$ cat src/rtl/rswa_pkg.sv
`timescale 1ns / 1ps
`default_nettype none

package rswa_pkg;

    localparam int CHAN_W          = 2;
    localparam int READING_INPUTS  = 3;
    localparam int JOB_QUEUE_DEPTH = 2;

    // x / 3 == (x * RECIP_3) >> RECIP_3_SHIFT for any 32-bit unsigned x
    localparam logic [31:0] RECIP_3       = 32'hAAAA_AAAB;
    localparam int          RECIP_3_SHIFT = 33;

    typedef struct packed {
        logic [CHAN_W-1:0]  channel;
        logic signed [31:0] reading_a;
        logic signed [31:0] reading_b;
        logic signed [31:0] reading_c;
        logic [2:0]         fault_mask;
        logic               update;
    } t_in_item;

    typedef struct packed {
        logic [CHAN_W-1:0]  out_channel;
        logic signed [31:0] window_mean;
        logic               no_healthy;
    } t_out_item;

    // Classified transaction handed from the front end to the window engine
    typedef struct packed {
        logic [CHAN_W-1:0]  channel;
        logic               in_range;
        logic               do_write;
        logic               no_healthy;
        logic signed [31:0] fused;
    } t_job;

endpackage

`default_nettype wire

$ cat src/rtl/rswa_back.sv
`timescale 1ns / 1ps
`default_nettype none

module rswa_back #(
    parameter int WINDOW_DEPTH  = 10,
    parameter int CHANNEL_COUNT = 4
) (
    input  wire logic           i_clk,
    input  wire logic           i_rst_n,
    input  wire logic           i_job_valid,
    output logic                o_job_ready,
    input  wire rswa_pkg::t_job i_job,
    output logic                o_out_valid,
    input  wire logic           i_out_ready,
    output rswa_pkg::t_out_item o_out_data
);

    localparam int PTR_W     = $clog2(WINDOW_DEPTH);
    localparam int SUM_W     = 32 + PTR_W;
    localparam int MAX_CH    = 1 << rswa_pkg::CHAN_W;
    localparam int NUM_CH    = (CHANNEL_COUNT < MAX_CH) ? CHANNEL_COUNT : MAX_CH;
    localparam int CH_IW     = (NUM_CH > 1) ? $clog2(NUM_CH) : 1;
    localparam int ADDR_W    = CH_IW + PTR_W;
    localparam int MEM_DEPTH = 1 << ADDR_W;
    localparam int DIG       = 8;
    localparam int DIV_STEPS = (SUM_W + DIG - 1) / DIG;
    localparam int PAD_W     = DIV_STEPS * DIG;
    localparam int REM_W     = $clog2(WINDOW_DEPTH + 1);
    localparam int STEP_W    = $clog2(DIV_STEPS + 1);
    localparam logic [REM_W:0]   DEN      = (REM_W + 1)'(WINDOW_DEPTH);
    localparam logic [PTR_W-1:0] PTR_LAST = PTR_W'(WINDOW_DEPTH - 1);

    typedef enum logic [1:0] {
        S_IDLE,
        S_READ,
        S_DIV,
        S_OUT
    } t_state;

    logic signed [31:0]      r_ring [MEM_DEPTH];
    logic signed [31:0]      r_rdata;
    logic [PTR_W-1:0]        r_ptr [NUM_CH];
    logic                    r_wrapped [NUM_CH];
    logic signed [SUM_W-1:0] r_sum [NUM_CH];

    t_state                  r_state;
    rswa_pkg::t_job          r_job;
    logic [PAD_W-1:0]        r_dvd;
    logic [PAD_W-1:0]        r_quo;
    logic [REM_W-1:0]        r_rem;
    logic                    r_neg;
    logic [STEP_W-1:0]       r_step;
    rswa_pkg::t_out_item     r_out;

    logic [CH_IW-1:0]        w_in_ch;
    logic [ADDR_W-1:0]       w_raddr;
    logic [CH_IW-1:0]        w_ch;
    logic [ADDR_W-1:0]       w_waddr;
    logic                    w_mem_we;
    logic signed [31:0]      w_old;
    logic signed [SUM_W-1:0] w_new_sum;
    logic signed [SUM_W-1:0] w_dividend;
    logic [SUM_W-1:0]        w_abs;
    logic [REM_W:0]          w_trial;
    logic [REM_W-1:0]        w_rem;
    logic [DIG-1:0]          w_qd;
    logic [PAD_W-1:0]        w_quo_full;
    logic [31:0]             w_q32;

    assign w_in_ch  = i_job.channel[CH_IW-1:0];
    assign w_raddr  = {w_in_ch, r_ptr[w_in_ch]};
    assign w_ch     = r_job.channel[CH_IW-1:0];
    assign w_waddr  = {w_ch, r_ptr[w_ch]};
    assign w_mem_we = (r_state == S_READ) && r_job.do_write;

    always_ff @(posedge i_clk) begin
        if (w_mem_we) begin
            r_ring[w_waddr] <= r_job.fused;
        end
        r_rdata <= r_ring[w_raddr];
    end

    // Slots not yet written since reset count as zero
    assign w_old      = r_wrapped[w_ch] ? r_rdata : 32'sd0;
    assign w_new_sum  = r_sum[w_ch] - SUM_W'(w_old) + SUM_W'(r_job.fused);
    assign w_dividend = !r_job.in_range ? '0 :
                        (r_job.do_write ? w_new_sum : r_sum[w_ch]);
    assign w_abs      = w_dividend[SUM_W-1] ? (SUM_W'(0) - w_dividend) : w_dividend;

    // Restoring division by the window depth, one byte of dividend per cycle
    always_comb begin
        w_rem   = r_rem;
        w_qd    = '0;
        w_trial = '0;
        for (int k = 0; k < DIG; k++) begin
            w_trial = {w_rem, r_dvd[PAD_W-1-k]};
            if (w_trial >= DEN) begin
                w_trial        = w_trial - DEN;
                w_qd[DIG-1-k]  = 1'b1;
            end
            w_rem = w_trial[REM_W-1:0];
        end
    end

    assign w_quo_full = {r_quo[PAD_W-DIG-1:0], w_qd};
    assign w_q32      = w_quo_full[31:0];

    always_ff @(posedge i_clk) begin
        if (!i_rst_n) begin
            r_state <= S_IDLE;
            for (int c = 0; c < NUM_CH; c++) begin
                r_ptr[c]     <= '0;
                r_wrapped[c] <= 1'b0;
                r_sum[c]     <= '0;
            end
        end else begin
            unique case (r_state)
                S_IDLE: begin
                    if (i_job_valid) begin
                        r_job   <= i_job;
                        r_state <= S_READ;
                    end
                end
                S_READ: begin
                    if (r_job.do_write) begin
                        r_sum[w_ch] <= w_new_sum;
                        if (r_ptr[w_ch] == PTR_LAST) begin
                            r_ptr[w_ch]     <= '0;
                            r_wrapped[w_ch] <= 1'b1;
                        end else begin
                            r_ptr[w_ch] <= r_ptr[w_ch] + PTR_W'(1);
                        end
                    end
                    r_neg   <= w_dividend[SUM_W-1];
                    r_dvd   <= PAD_W'(w_abs);
                    r_quo   <= '0;
                    r_rem   <= '0;
                    r_step  <= '0;
                    r_state <= S_DIV;
                end
                S_DIV: begin
                    r_rem  <= w_rem;
                    r_quo  <= w_quo_full;
                    r_dvd  <= r_dvd << DIG;
                    r_step <= r_step + STEP_W'(1);
                    if (r_step == STEP_W'(DIV_STEPS - 1)) begin
                        r_out.out_channel <= r_job.channel;
                        r_out.window_mean <= r_neg ? (32'd0 - w_q32) : w_q32;
                        r_out.no_healthy  <= r_job.no_healthy;
                        r_state           <= S_OUT;
                    end
                end
                S_OUT: begin
                    if (i_out_ready) begin
                        r_state <= S_IDLE;
                    end
                end
                default: r_state <= S_IDLE;
            endcase
        end
    end

    assign o_job_ready = (r_state == S_IDLE);
    assign o_out_valid = (r_state == S_OUT);
    assign o_out_data  = r_out;

endmodule

`default_nettype wire

$ cat config.mk
export PLATFORM = sky130hd
export DESIGN_NAME = rswa_back
export DESIGN_NICKNAME = d
export VERILOG_FILES = /design/src/rtl/rswa_pkg.sv /design/src/rtl/rswa_back.sv
export SDC_FILE = /design/constraint.sdc
export NUM_CORES = 2
export LEC_CHECK = 0
export ABC_AREA = 1
export BUFFER_PORTS_ARGS = -buffer_cell sky130_fd_sc_hd__clkbuf_2
export CELL_PAD_IN_SITES_DETAIL_PLACEMENT = 0
export CELL_PAD_IN_SITES_GLOBAL_PLACEMENT = 2
export CORE_MARGIN = 2
export CORE_UTILIZATION = 40
export DETAILED_ROUTE_END_ITERATION = 10
export PLACE_DENSITY_LB_ADDON = 0.12
export SLEW_MARGIN = 30
export SYNTH_ARGS = -nofsm -noshare
export SYNTH_HDL_FRONTEND = slang
export SYNTH_SLANG_ARGS = --single-unit
$ cat constraint.sdc
create_clock -name i_clk -period 12.75 [get_ports i_clk]
set_input_delay 1.9125 -clock i_clk [delete_from_list [all_inputs] [get_ports i_clk]]
set_output_delay 1.9125 -clock i_clk [all_outputs]
set_load 0.05 [all_outputs]
==> results.cfg <==
[routing]
routed_via_density = 5.58
wirelength_mm = 314
wl_per_cell_um = 27.3
drt_pass1_iterations = 6
first_iter_violations = 6236
vias = 63900
postRouteAntennaNets = 0
drcViolationCount = 0

[global_route]
grt_pass1_vias = 61200
grt_pass1_wl_mm = 448
grt_usage_pct = 24.6
grt_max_degree = 194
grt_antenna_before_repair = 11
overflow = 0

[synth]
syn-cell-area_mm2 = 0.0992
synthesis.nets = 8072
netlist.top_cell.by_area = edfxtp_1
ys_seq_area_share_pct = 72.0
synth_area_leaders = edfxtp_1 (71%), nor2_1 (8.1%), o32ai_1 (4.4%)
yosysUniqueCellTypes = 62
synthFlopType = edfxtp_1
ys_ff_latch = 2392
yosys_warnings = 0
synth-edff-count = 2353
synth_area_per_cell_um2 = 12.5
yosysTopAreaCellShare_pct = 71.2
async_flop_share_pct = 0
syn_inst = 7941

[critical_path]
slowest_delay_ps = 400
cp.required_ps = 13410
crit_path_start_kind = flip-flop
crit_fanout = 8
cp_common_cell = nand2_2
path_class = flip-flop to flip-flop
cp_data_arrival_time_ps = 8570
cpMaxStageDelayCell = edfxtp_1
cp-end-kind = flip-flop

[timing]
finalSetupTns_ps = 0
max_freq_mhz = 126
slew_headroom_pct = 30.7
hold_viol = 0
finalSetupViolCount = 0
skew_ps = 60.6
rsz0062_at_grt = false
period_minus_slack_ps = 7910
worst_pin_slew_ps = 1040
slew_viol_final = 0
setup_ws_ps = 4840
fin_crit_sh_pct = 62.0

[final_layout]
mostFrequentLayoutCell = edfxtp_1
nNetsFinal = 8089
fin_area_mm2 = 0.112
final_cells = 11500
area_delta_synth_final_pct = 13.3
final_cell_mix = edfxtp_1 (2353), nor2_1 (2087), o21ai_0 (811)
drive_above_1_share_pct = 9.72

[die]
ioPinCount = 78
die_y_um = 502
core.rowCount = 182
core_mm2 = 0.246
start_util_pct = 40.3
die_x_um = 502
die-area_mm2 = 0.252

[clock_network]
cts-root-buf = clkbuf_16
cts_resized = 0
cts_hold_buf = 0
clkSinkCount = 2392
htreeDepth = 5
clock_latency_ps = 930
cts_made_buffers = 283
max-clock-path-buffers = 4
clk_pin_slew_ps = 60
post_cts_buffers = 0
tritoncts = yes

[placement]
dp_worst_setup_slack_ps = 4740
dpl.hpwl_mm = 164
io_buffers = 77
gp_congestion = 0.809
place_area_mm2 = 0.104
dpl.cell_count = 11000

[power_and_ir_drop]
p_seq_share_pct = 40.3
switching_power_mw = 7.73
intPower_mw = 15.4
power.density_mw_per_mm2 = 206
power_leakage_nw = 37.3
clkPwrFrac_pct = 32.9
ir_drop_mv = 0.513
p_comb_share_pct = 26.8
switching_share_pct = 33.4

[run_status]
status = complete, no violations

[flow_run]
maxCapViolCount = 0

[min_path]
hp-class = flip-flop to flip-flop
[stage by stage]
stage / hold slack [ps] / utilization [%] / total power [mW]
after floorplan: 400 / - / 13.9
after global placement: 406 / 42.2 / 15.7
after detailed placement: 407 / 42.2 / 15.7
after CTS: 421 / 45.6 / 23.4
after global routing: 429 / 45.6 / 24.4
final: 433 / 45.6 / 23.2
[kinds of logic (layout without fill, tap and decap cells)]
logic type	count (synthesis)	in the layout	synth area share, %
adder cells (fa/ha/maj)	90	90	1.40
flip-flops	2392	2392	72.0
AO/OA/AOI/OAI	1680	1680	11.3
buffers and inverters	832	1042	3.19
AND/OR/NAND/NOR	2879	2879	11.5
other	0	3	0
XOR/XNOR	68	68	0.601
[sequential cells by signal, summed over array words and instances, names as in the netlist, named ones only]
| name | flops |
|---|---|
| r_quo | 24 |
| r_ring | 2048 |
| r_dvd | 40 |
| w_ch | 2 |
| r_neg | 1 |
| r_state | 2 |
| r_rem | 4 |
| r_rdata | 32 |
| r_ptr | 16 |
| o_out_data | 35 |
| r_wrapped | 4 |
| r_step | 3 |
| r_job | 35 |
| r_sum | 144 |
[synth_stat cells (all sizes together), types with 39 or more instances]
| master | instances |
|---|---|
| inv | 305 |
| dfxtp | 39 |
| ha | 55 |
| o32ai | 494 |
| edfxtp | 2353 |
| nand3 | 157 |
| clkbuf | 484 |
| o221ai | 112 |
| nand2 | 501 |
| a21oi | 115 |
| nor2 | 2156 |
| o21ai | 828 |
[power groups by stage]
| stage | sequential, mW | combinational [mW] | clock [mW] |
|---|---|---|---|
| floorplan | 9.53 | 4.37 | 0 |
| global placement | 9.50 | 6.25 | 0 |
| detailed placement | 9.49 | 6.24 | 0 |
| CTS | 9.33 | 6.26 | 7.79 |
| global route | 9.35 | 6.92 | 8.10 |
| finish | 9.33 | 6.21 | 7.63 |
[final timing paths]
| kind | depth (start not counted) | slack, ps | to | startpoint |
|---|---|---|---|---|
| worst max register to register | 62 | 4840 | o_out_data[25] | r_rem[0] |
| worst min-delay path | 0 | 430 | o_out_data[0] | r_job[32] |
| worst min register to register | 0 | 430 | o_out_data[0] | r_job[32] |
| worst max-delay path | 62 | 4840 | o_out_data[25] | r_rem[0] |
[layout make-up]
class / instances / area (um^2)
clock buffers: 374 / 7650
fillers: 22200 / 134000
inverters: 311 / 1210
well taps: 3312 / 4140
diodes: 3 / 7.51
flip-flops and latches: 2392 / 71400
multi-input cells: 4717 / 25100
repair buffers: 253 / 1900
clock inverters: 104 / 885
[layer usage]
layer	track usage [%]	routed length, um	vias to the layer above	part of all wire [%]
met2	39.8	148000	1962	47
met5	0	13	-	0.0041
met3	3.07	17300	371	5.5
li1	-	-	29100	-
met4	6.08	6850	2	2.2
met1	35.1	141000	32500	45
[critical path, delay by kind of cell, from the launching register on]
kind | cells | cell delay, ps
xor+xnor | 1 | 170
fa+ha+maj | 9 | 1760
compound gates | 5 | 880
buf+inv | 13 | 940
flops | 1 | 400
simple gates | 34 | 3530
Note: power is estimated with default switching activity, not from simulation.
