[src/rtl/rswa_pkg.sv]
`timescale 1ns / 1ps
`default_nettype none

package rswa_pkg;

    localparam int CHAN_W          = 2;
    localparam int READING_INPUTS  = 3;
    localparam int JOB_QUEUE_DEPTH = 2;

    // x / 3 == (x * RECIP_3) >> RECIP_3_SHIFT for any 32-bit unsigned x
    localparam logic [31:0] RECIP_3       = 32'hAAAA_AAAB;
    localparam int          RECIP_3_SHIFT = 33;

    typedef struct packed {
        logic [CHAN_W-1:0]  channel;
        logic signed [31:0] reading_a;
        logic signed [31:0] reading_b;
        logic signed [31:0] reading_c;
        logic [2:0]         fault_mask;
        logic               update;
    } t_in_item;

    typedef struct packed {
        logic [CHAN_W-1:0]  out_channel;
        logic signed [31:0] window_mean;
        logic               no_healthy;
    } t_out_item;

    // Classified transaction handed from the front end to the window engine
    typedef struct packed {
        logic [CHAN_W-1:0]  channel;
        logic               in_range;
        logic               do_write;
        logic               no_healthy;
        logic signed [31:0] fused;
    } t_job;

endpackage

`default_nettype wire

[src/rtl/rswa_fifo.sv]
`timescale 1ns / 1ps
`default_nettype none

module rswa_fifo (
    input  wire logic           i_clk,
    input  wire logic           i_rst_n,
    input  wire logic           i_wr_valid,
    output logic                o_wr_ready,
    input  wire rswa_pkg::t_job i_wr_data,
    output logic                o_rd_valid,
    input  wire logic           i_rd_ready,
    output rswa_pkg::t_job      o_rd_data
);

    localparam int DEPTH = rswa_pkg::JOB_QUEUE_DEPTH;
    localparam int AW    = (DEPTH > 1) ? $clog2(DEPTH) : 1;
    localparam int CW    = $clog2(DEPTH + 1);

    rswa_pkg::t_job r_mem [DEPTH];
    logic [AW-1:0]  r_wr_ptr;
    logic [AW-1:0]  r_rd_ptr;
    logic [CW-1:0]  r_count;

    logic w_push;
    logic w_pop;

    assign o_wr_ready = (r_count != CW'(DEPTH));
    assign o_rd_valid = (r_count != '0);
    assign o_rd_data  = r_mem[r_rd_ptr];
    assign w_push     = i_wr_valid && o_wr_ready;
    assign w_pop      = o_rd_valid && i_rd_ready;

    always_ff @(posedge i_clk) begin
        if (w_push) begin
            r_mem[r_wr_ptr] <= i_wr_data;
        end
    end

    always_ff @(posedge i_clk) begin
        if (!i_rst_n) begin
            r_wr_ptr <= '0;
            r_rd_ptr <= '0;
            r_count  <= '0;
        end else begin
            if (w_push) begin
                r_wr_ptr <= (r_wr_ptr == AW'(DEPTH - 1)) ? '0 : r_wr_ptr + AW'(1);
            end
            if (w_pop) begin
                r_rd_ptr <= (r_rd_ptr == AW'(DEPTH - 1)) ? '0 : r_rd_ptr + AW'(1);
            end
            r_count <= r_count + CW'(w_push) - CW'(w_pop);
        end
    end

endmodule

`default_nettype wire

[config.mk]
export PLATFORM = sky130hd
export DESIGN_NAME = rswa_fifo
export DESIGN_NICKNAME = d
export VERILOG_FILES = /design/src/rtl/rswa_pkg.sv /design/src/rtl/rswa_fifo.sv
export SDC_FILE = /design/constraint.sdc
export NUM_CORES = 1
export LEC_CHECK = 0
export BUFFER_PORTS_ARGS = -buffer_cell sky130_fd_sc_hd__buf_4
export CAP_MARGIN = 25
export CELL_PAD_IN_SITES_DETAIL_PLACEMENT = 0
export CELL_PAD_IN_SITES_GLOBAL_PLACEMENT = 1
export CORE_ASPECT_RATIO = 0.75
export CORE_UTILIZATION = 30
export DETAILED_ROUTE_END_ITERATION = 8
export PLACE_DENSITY = 0.65
export SYNTH_ARGS = -nofsm -noshare
export SYNTH_HDL_FRONTEND = slang
export SYNTH_SLANG_ARGS = --single-unit
export TNS_END_PERCENT = 50
[constraint.sdc]
create_clock -name i_clk -period 3.75 [get_ports i_clk]
set_clock_uncertainty 0.1 [all_clocks]
set_input_delay 0.1875 -clock i_clk [delete_from_list [all_inputs] [get_ports i_clk]]
set_output_delay 0.1875 -clock i_clk [all_outputs]
set_load 0.05 [all_outputs]
==> run_results.csv, run 1 <==
group,metric,value,unit
floorplanning,dieArea,10200,sq um
synthesis,netlist_instances,144,
synthesis,synth_seq_area_share,0.789,
floorplanning,ios,80,
detailed_routing,ant_nets,0,
clock_tree,cts_buffers,9,
critical_path,critPathArrivalTime,1.91,ns
finish,drive_gt1_frac,0.487,
clock_tree,holdBufCountCts,37,
clock_tree,cts-htree-levels,3,
detailed_routing,drc,0,
global_route,grt_overflow,0,
detailed_routing,vias,1677,
finish,antennaDiodeCount,0,
clock_tree,cts-resized-gates,0,
hold_path,hp-class,"in -> reg",
timing,setup_viol,0,
floorplanning,die_y,87.8,um
global_route,grt_pass1_vias,1695,
timing,setup_tns,0,ns
global_route,antenna_found_initial,0,
job,cap_violations,0,
timing,grt_setup_unrepaired,"no",
place,gp_congestion,0.651,
power,static-leakage-power,1.62,nW
clock_tree,post_cts_buffers,0,
clock_tree,cts_tree,"yes",
timing,layout_setup_ws,1.55,ns
global_route,gr-usage-all-layers,0.121,
clock_tree,insertion_delay,0.32,ns
detailed_routing,drt_iter0_drc,58,
critical_path,worstSetupEndpointType,"primary output",
synthesis,synth.area.top_cells,"edfxtp_1, mux2_2, dfxtp_1, buf_6, a21bo_1",
critical_path,cp-start-kind,"register",
floorplanning,start_util,0.317,
synthesis,synth_area_per_cell,20.4,sq um
place,port_buffers,79,
finish,finalNetCount,310,
status,outcome,"finished, final reports clean",
finish,final_area,4320,sq um
timing,clock.fmax,0.454,GHz
synthesis,synthesis.area,2940,sq um
synthesis,synth_top_area_frac,0.755,
timing,final.period_utilization,0.587,
critical_path,crit_fanout,37,
finish,layout_commonest_cell,"buf_4",
clock_tree,cts-root-buf,"clkbuf_16",
detailed_routing,wl_per_cell,14.4,um
detailed_routing,wirelength,5780,um
global_route,grt_pass1_wl,8650,um
power,power-per-cell-area,659,nW/um^2
detailed_routing,firstDrtPassIters,3,
timing,worst_pin_slew,0.929,ns
synthesis,yosys.area.top_type,"edfxtp_1",
floorplanning,die-width,116,um
global_route,grt_max_degree,38,
synthesis,ys_warn_count,0,
place,placed_area,3660,sq um
timing,period_minus_slack,2.20,ns
synthesis,synth_cell_types,24,
synthesis,synthesis.nets,186,
finish,final_util,0.466,
synthesis,synth_seq_cells,79,
critical_path,path_class,"reg -> out",
place,preCtsSetupSlack,1.53,ns
floorplanning,core,9270,sq um
clock_tree,clockBufferDepth,2,
clock_tree,path_clk_slew,0.06,ns
place,dp_hpwl,3560,um
clock_tree,clock_sinks,79,
finish,mostFrequentLayoutCells,"buf_4, edfxtp_1, mux2_2, dlygate4sd3_1, clkbuf_16",
floorplanning,rows,30,
timing,relSlewSlack,0.381,
finish,syn_to_final_growth,46.9,%
power,ir_drop,0.000277,V
critical_path,worstPathRequired,3.46,ns
timing,slew_viol_final,0,
timing,hold_viol,0,
detailed_routing,vias_per_cell,4.18,
[final timing paths]
kind / start / to / slack (ns) / cells past startpoint
max: register / o_rd_data[20] / 1.55 / 2
min: i_rst_n / register / 0.01 / 2
max reg2reg: r_count[0] / r_mem[0][26] / 1.60 / 4
min reg2reg: r_wr_ptr / r_wr_ptr / 0.47 / 2
[final cells by class]
| type | instances | area, sq um |
|---|---|---|
| fillers | 817 | 4950 |
| inverters | 1 | 3.75 |
| repair buffers | 117 | 971 |
| clock inverters | 7 | 63.8 |
| flip-flops and latches | 79 | 2320 |
| multi-input cells | 60 | 577 |
| clock buffers | 9 | 225 |
| well taps | 128 | 160 |
[flip-flops by register name, summed over array words and instances, names as in the netlist, named ones only]
signal / count
r_mem: 74
r_rd_ptr: 1
r_wr_ptr: 1
r_count: 2
[per-layer routing]
layer  vias to the layer above  part of all wire  track usage
met3                         4             0.064       0.0554
met1                       799              0.47        0.145
met5                         -                 0            0
met2                        63              0.46        0.194
met4                         0            0.0059       0.0361
li1                        811                 -            -
[cells in the mapped netlist]
library cell and n:
edfxtp_1 74, buf_4 1, o21ai_1 1, o21ai_0 1
a32oi_1 1, inv_1 1, or2_2 1, nor2_1 2
ha_1 1, dfxtp_1 5, nand2b_1 2, mux2i_1 1
mux2_2 37, buf_6 3, xnor2_1 1, a21boi_1 1
nand2_1 1, a21bo_1 2, a211oi_1 1, and3_1 1
nand3_1 1, and2_1 3, nand3b_1 1, nor2b_1 1
[report_power, final]
group	internal, W	switching [W]	total [W]	leakage (nW)
logic	0.000325	0.000547	0.000872	0.753
clock network	0.000508	0.000320	0.000828	0.130
registers	0.00108	0.0000750	0.00115	0.734
total	0.00191	0.000943	0.00285	1.62
[critical path: stages (launching register included)]
cell and delay (ns):
dfxtp_2 0.94, mux2_2 0.44, buf_4 0.20
[cell families after synthesis]
logic type | count (synthesis) | synth area share
AO/OA/AOI/OAI | 7 | 0.0183
flip-flops | 79 | 0.789
buffers and inverters | 5 | 0.0153
multiplexers | 38 | 0.145
adder cells (fa/ha/maj) | 1 | 0.00425
AND/OR/NAND/NOR | 13 | 0.0251
XOR/XNOR | 1 | 0.00298
[stage by stage]
step                      total power, W  hold slack [ns]  instances
after floorplan                  0.00178            0.186        144
after detailed placement         0.00202            0.277        348
after global routing             0.00297           0.0109        401
final                            0.00285           0.0131        401
after global placement           0.00201            0.274        348
after CTS                        0.00289          0.00638        401
Note: power is estimated with default switching activity, not from simulation.
==> run 2, diff against run 1 <==
==> constraint.sdc (replaced) <==
create_clock -name i_clk -period 2.25 [get_ports i_clk]
set_clock_uncertainty 0.1 [all_clocks]
set_input_delay 0.1125 -clock i_clk [delete_from_list [all_inputs] [get_ports i_clk]]
set_output_delay 0.1125 -clock i_clk [all_outputs]
set_load 0.05 [all_outputs]
==> run 2 against run 1 <==
- total power grew 68%
- combinational power is 78% higher
- via count is 0.89% lower
- register-to-register slack worse by 1.1 ns
- clock power grew 69%
- final area is 1.5% higher
- sequential power increased by 60%
- sequential share of layout area is 0.80 points lower
- clock-buffer cell count stayed put
- largest cell class unchanged
- largest power group unchanged
==> run_results.csv, run 2 (synthesized netlist as in run 1, its figures left out) <==
group,metric,value,unit
status,outcome,"finished, final reports clean",
critical_path,critPathArrivalTime,1.73,ns
critical_path,cpMaxStageDelayCell,"dfxtp_1",
clock_tree,clockBufferDepth,2,
finish,largest_register_ffs,74,
finish,seq_area,2320,sq um
clock_tree,cts-resized-gates,0,
hold_path,hp-start,"i_wr_valid",
detailed_routing,wl_per_cell,13.0,um
critical_path,path_class,"reg -> reg",
detailed_routing,wirelength,5250,um
critical_path,worstPathRequired,2.22,ns
detailed_routing,drc,0,
critical_path,max_stage_delay,0.37,ns
power,static-leakage-power,1.65,nW
critical_path,worstSetupEndpointType,"register",
clock_tree,path_clk_slew,0.06,ns
job,cap_violations,0,
timing,final.period_utilization,0.783,
finish,drive_gt1_frac,0.495,
clock_tree,cts-root-buf,"clkbuf_16",
finish,largest_registers,"r_mem: 74 flops, r_count: 2 flops",
finish,top_register,"r_mem",
floorplanning,die-width,116,um
hold_path,hold_end,"r_wr_ptr",
detailed_routing,vias_per_cell,4.10,
place,port_buffers,79,
critical_path,crit_fanout,28,
power,ir_drop,0.000536,V
critical_path,crit_family,"buffers and inverters",
detailed_routing,firstDrtPassIters,4,
floorplanning,ios,80,
timing,slew_viol_final,0,
timing,relSlewSlack,0.729,
detailed_routing,ant_nets,0,
clock_tree,cts-htree-levels,3,
detailed_routing,vias,1662,
place,gp_congestion,0.675,
critical_path,cp-start-kind,"register",
clock_tree,cts_buffers,9,
critical_path,rrSetupSlack,0.49,ns
finish,final_area,4390,sq um
global_route,grt_pass1_vias,1630,
finish,antennaDiodeCount,0,
timing,period_minus_slack,1.76,ns
timing,whs,0.0245,ns
floorplanning,start_util,0.317,
hold_path,hold_path_depth,3,
floorplanning,core,9270,sq um
global_route,grt_max_degree,29,
global_route,grt_pass1_wl,8070,um
critical_path,r2r_cells,4,
floorplanning,die_y,87.8,um
hold_path,hp-class,"in -> reg",
finish,finalNetCount,314,
global_route,gr-usage-all-layers,0.108,
detailed_routing,drt_iter0_drc,44,
finish,multiInputGateArea,577,sq um
critical_path,r2r-start,"r_count[0]",
global_route,grt_overflow,0,
place,dp_hpwl,3400,um
global_route,antenna_found_initial,0,
clock_tree,clock_sinks,79,
finish,layout_commonest_cell,"buf_4",
floorplanning,rows,30,
timing,grt_setup_unrepaired,"no",
critical_path,r2r-end,"r_mem[0][26]",
clock_tree,insertion_delay,0.32,ns
critical_path,crit_chain,"nand2b_1 > nand3b_1 > clkinv_1 > buf_12",
finish,nFillCells,812,
timing,setup_viol,0,
floorplanning,dieArea,10200,sq um
place,placed_area,3710,sq um
finish,syn_to_final_growth,49.1,%
clock_tree,cts_tree,"yes",
timing,clock.fmax,0.568,GHz
finish,mostFrequentLayoutCells,"buf_4, edfxtp_1, dlygate4sd3_1, mux2_2, clkbuf_16",
timing,hold_viol,0,
critical_path,critPathBufInv,2,
power,power-per-cell-area,1090,nW/um^2
timing,worst_pin_slew,0.404,ns
[run 2: cell types whose count changed in the layout (fill, tap and decap cells not counted), sizes merged]
| cell | change |
|---|---|
| buf | +3 |
| clkinv | +2 |
| clkinvlp | -2 |
| dlygate4sd3 | +1 |
[run 2: power breakdown]
group / leakage, nW / switching [W] / internal, W
clock: 0.141 / 0.000545 / 0.000858
combinational: 0.775 / 0.000981 / 0.000569
sequential: 0.734 / 0.0000487 / 0.00179
total: 1.65 / 0.00157 / 0.00322
[run 2: worst min-delay path, stage by stage]
cell and delay, ns:
buf_4 0.12, a21bo_1 0.11, a21boi_1 0.05
[run 2: worst max-delay path by stage]
stage	startpoint	end	slack [ns]	cells past startpoint
floorplan	r_count[0]	r_mem[0][0]	-0.06	3
global placement	r_count[0]	r_mem[0][25]	0.52	4
detailed placement	r_count[0]	r_mem[0][25]	0.47	4
CTS	r_count[0]	r_mem[0][28]	0.46	4
global route	r_count[0]	r_mem[0][17]	0.34	4
finish	r_count[0]	r_mem[0][26]	0.49	4
[run 2: cell type report]
cell class                 count  area share
clock inverter                 7      0.0162
inverter                       1    0.000855
tap                          128      0.0365
sequential                    79       0.529
clock buffer                   9      0.0513
multi-input combinational     60       0.131
timing repair buffer         121       0.234
[run 2: per-layer routing]
layer | GRT usage | up-vias | part of all wire
li1 | - | 818 | -
met1 | 0.135 | 791 | 0.47
met2 | 0.171 | 48 | 0.47
met3 | 0.0381 | 5 | 0.055
met4 | 0.0455 | 0 | 0.0088
met5 | 0 | - | 0
[run 2: timing repair]
| item | 4_1_cts | 5_1_grt |
|---|---|---|
| buffers inserted | 0 | 0 |
| endpoints found under the hold margin | 79 | 0 |
| hold buffers | 38 | 0 |
[run 2: per-stage QoR]
step / std cells / total power (W) / util / setup TNS (ns) / setup slack, ns
after global placement: 351 / 0.00339 / 0.400 / 0 / 0.523
after floorplan: 144 / 0.00296 / - / -2.30 / -0.0622
after CTS: 405 / 0.00486 / 0.473 / 0 / 0.458
after global routing: 405 / 0.00500 / 0.473 / 0 / 0.336
after detailed placement: 351 / 0.00339 / 0.400 / 0 / 0.472
final: 405 / 0.00479 / 0.473 / 0 / 0.489
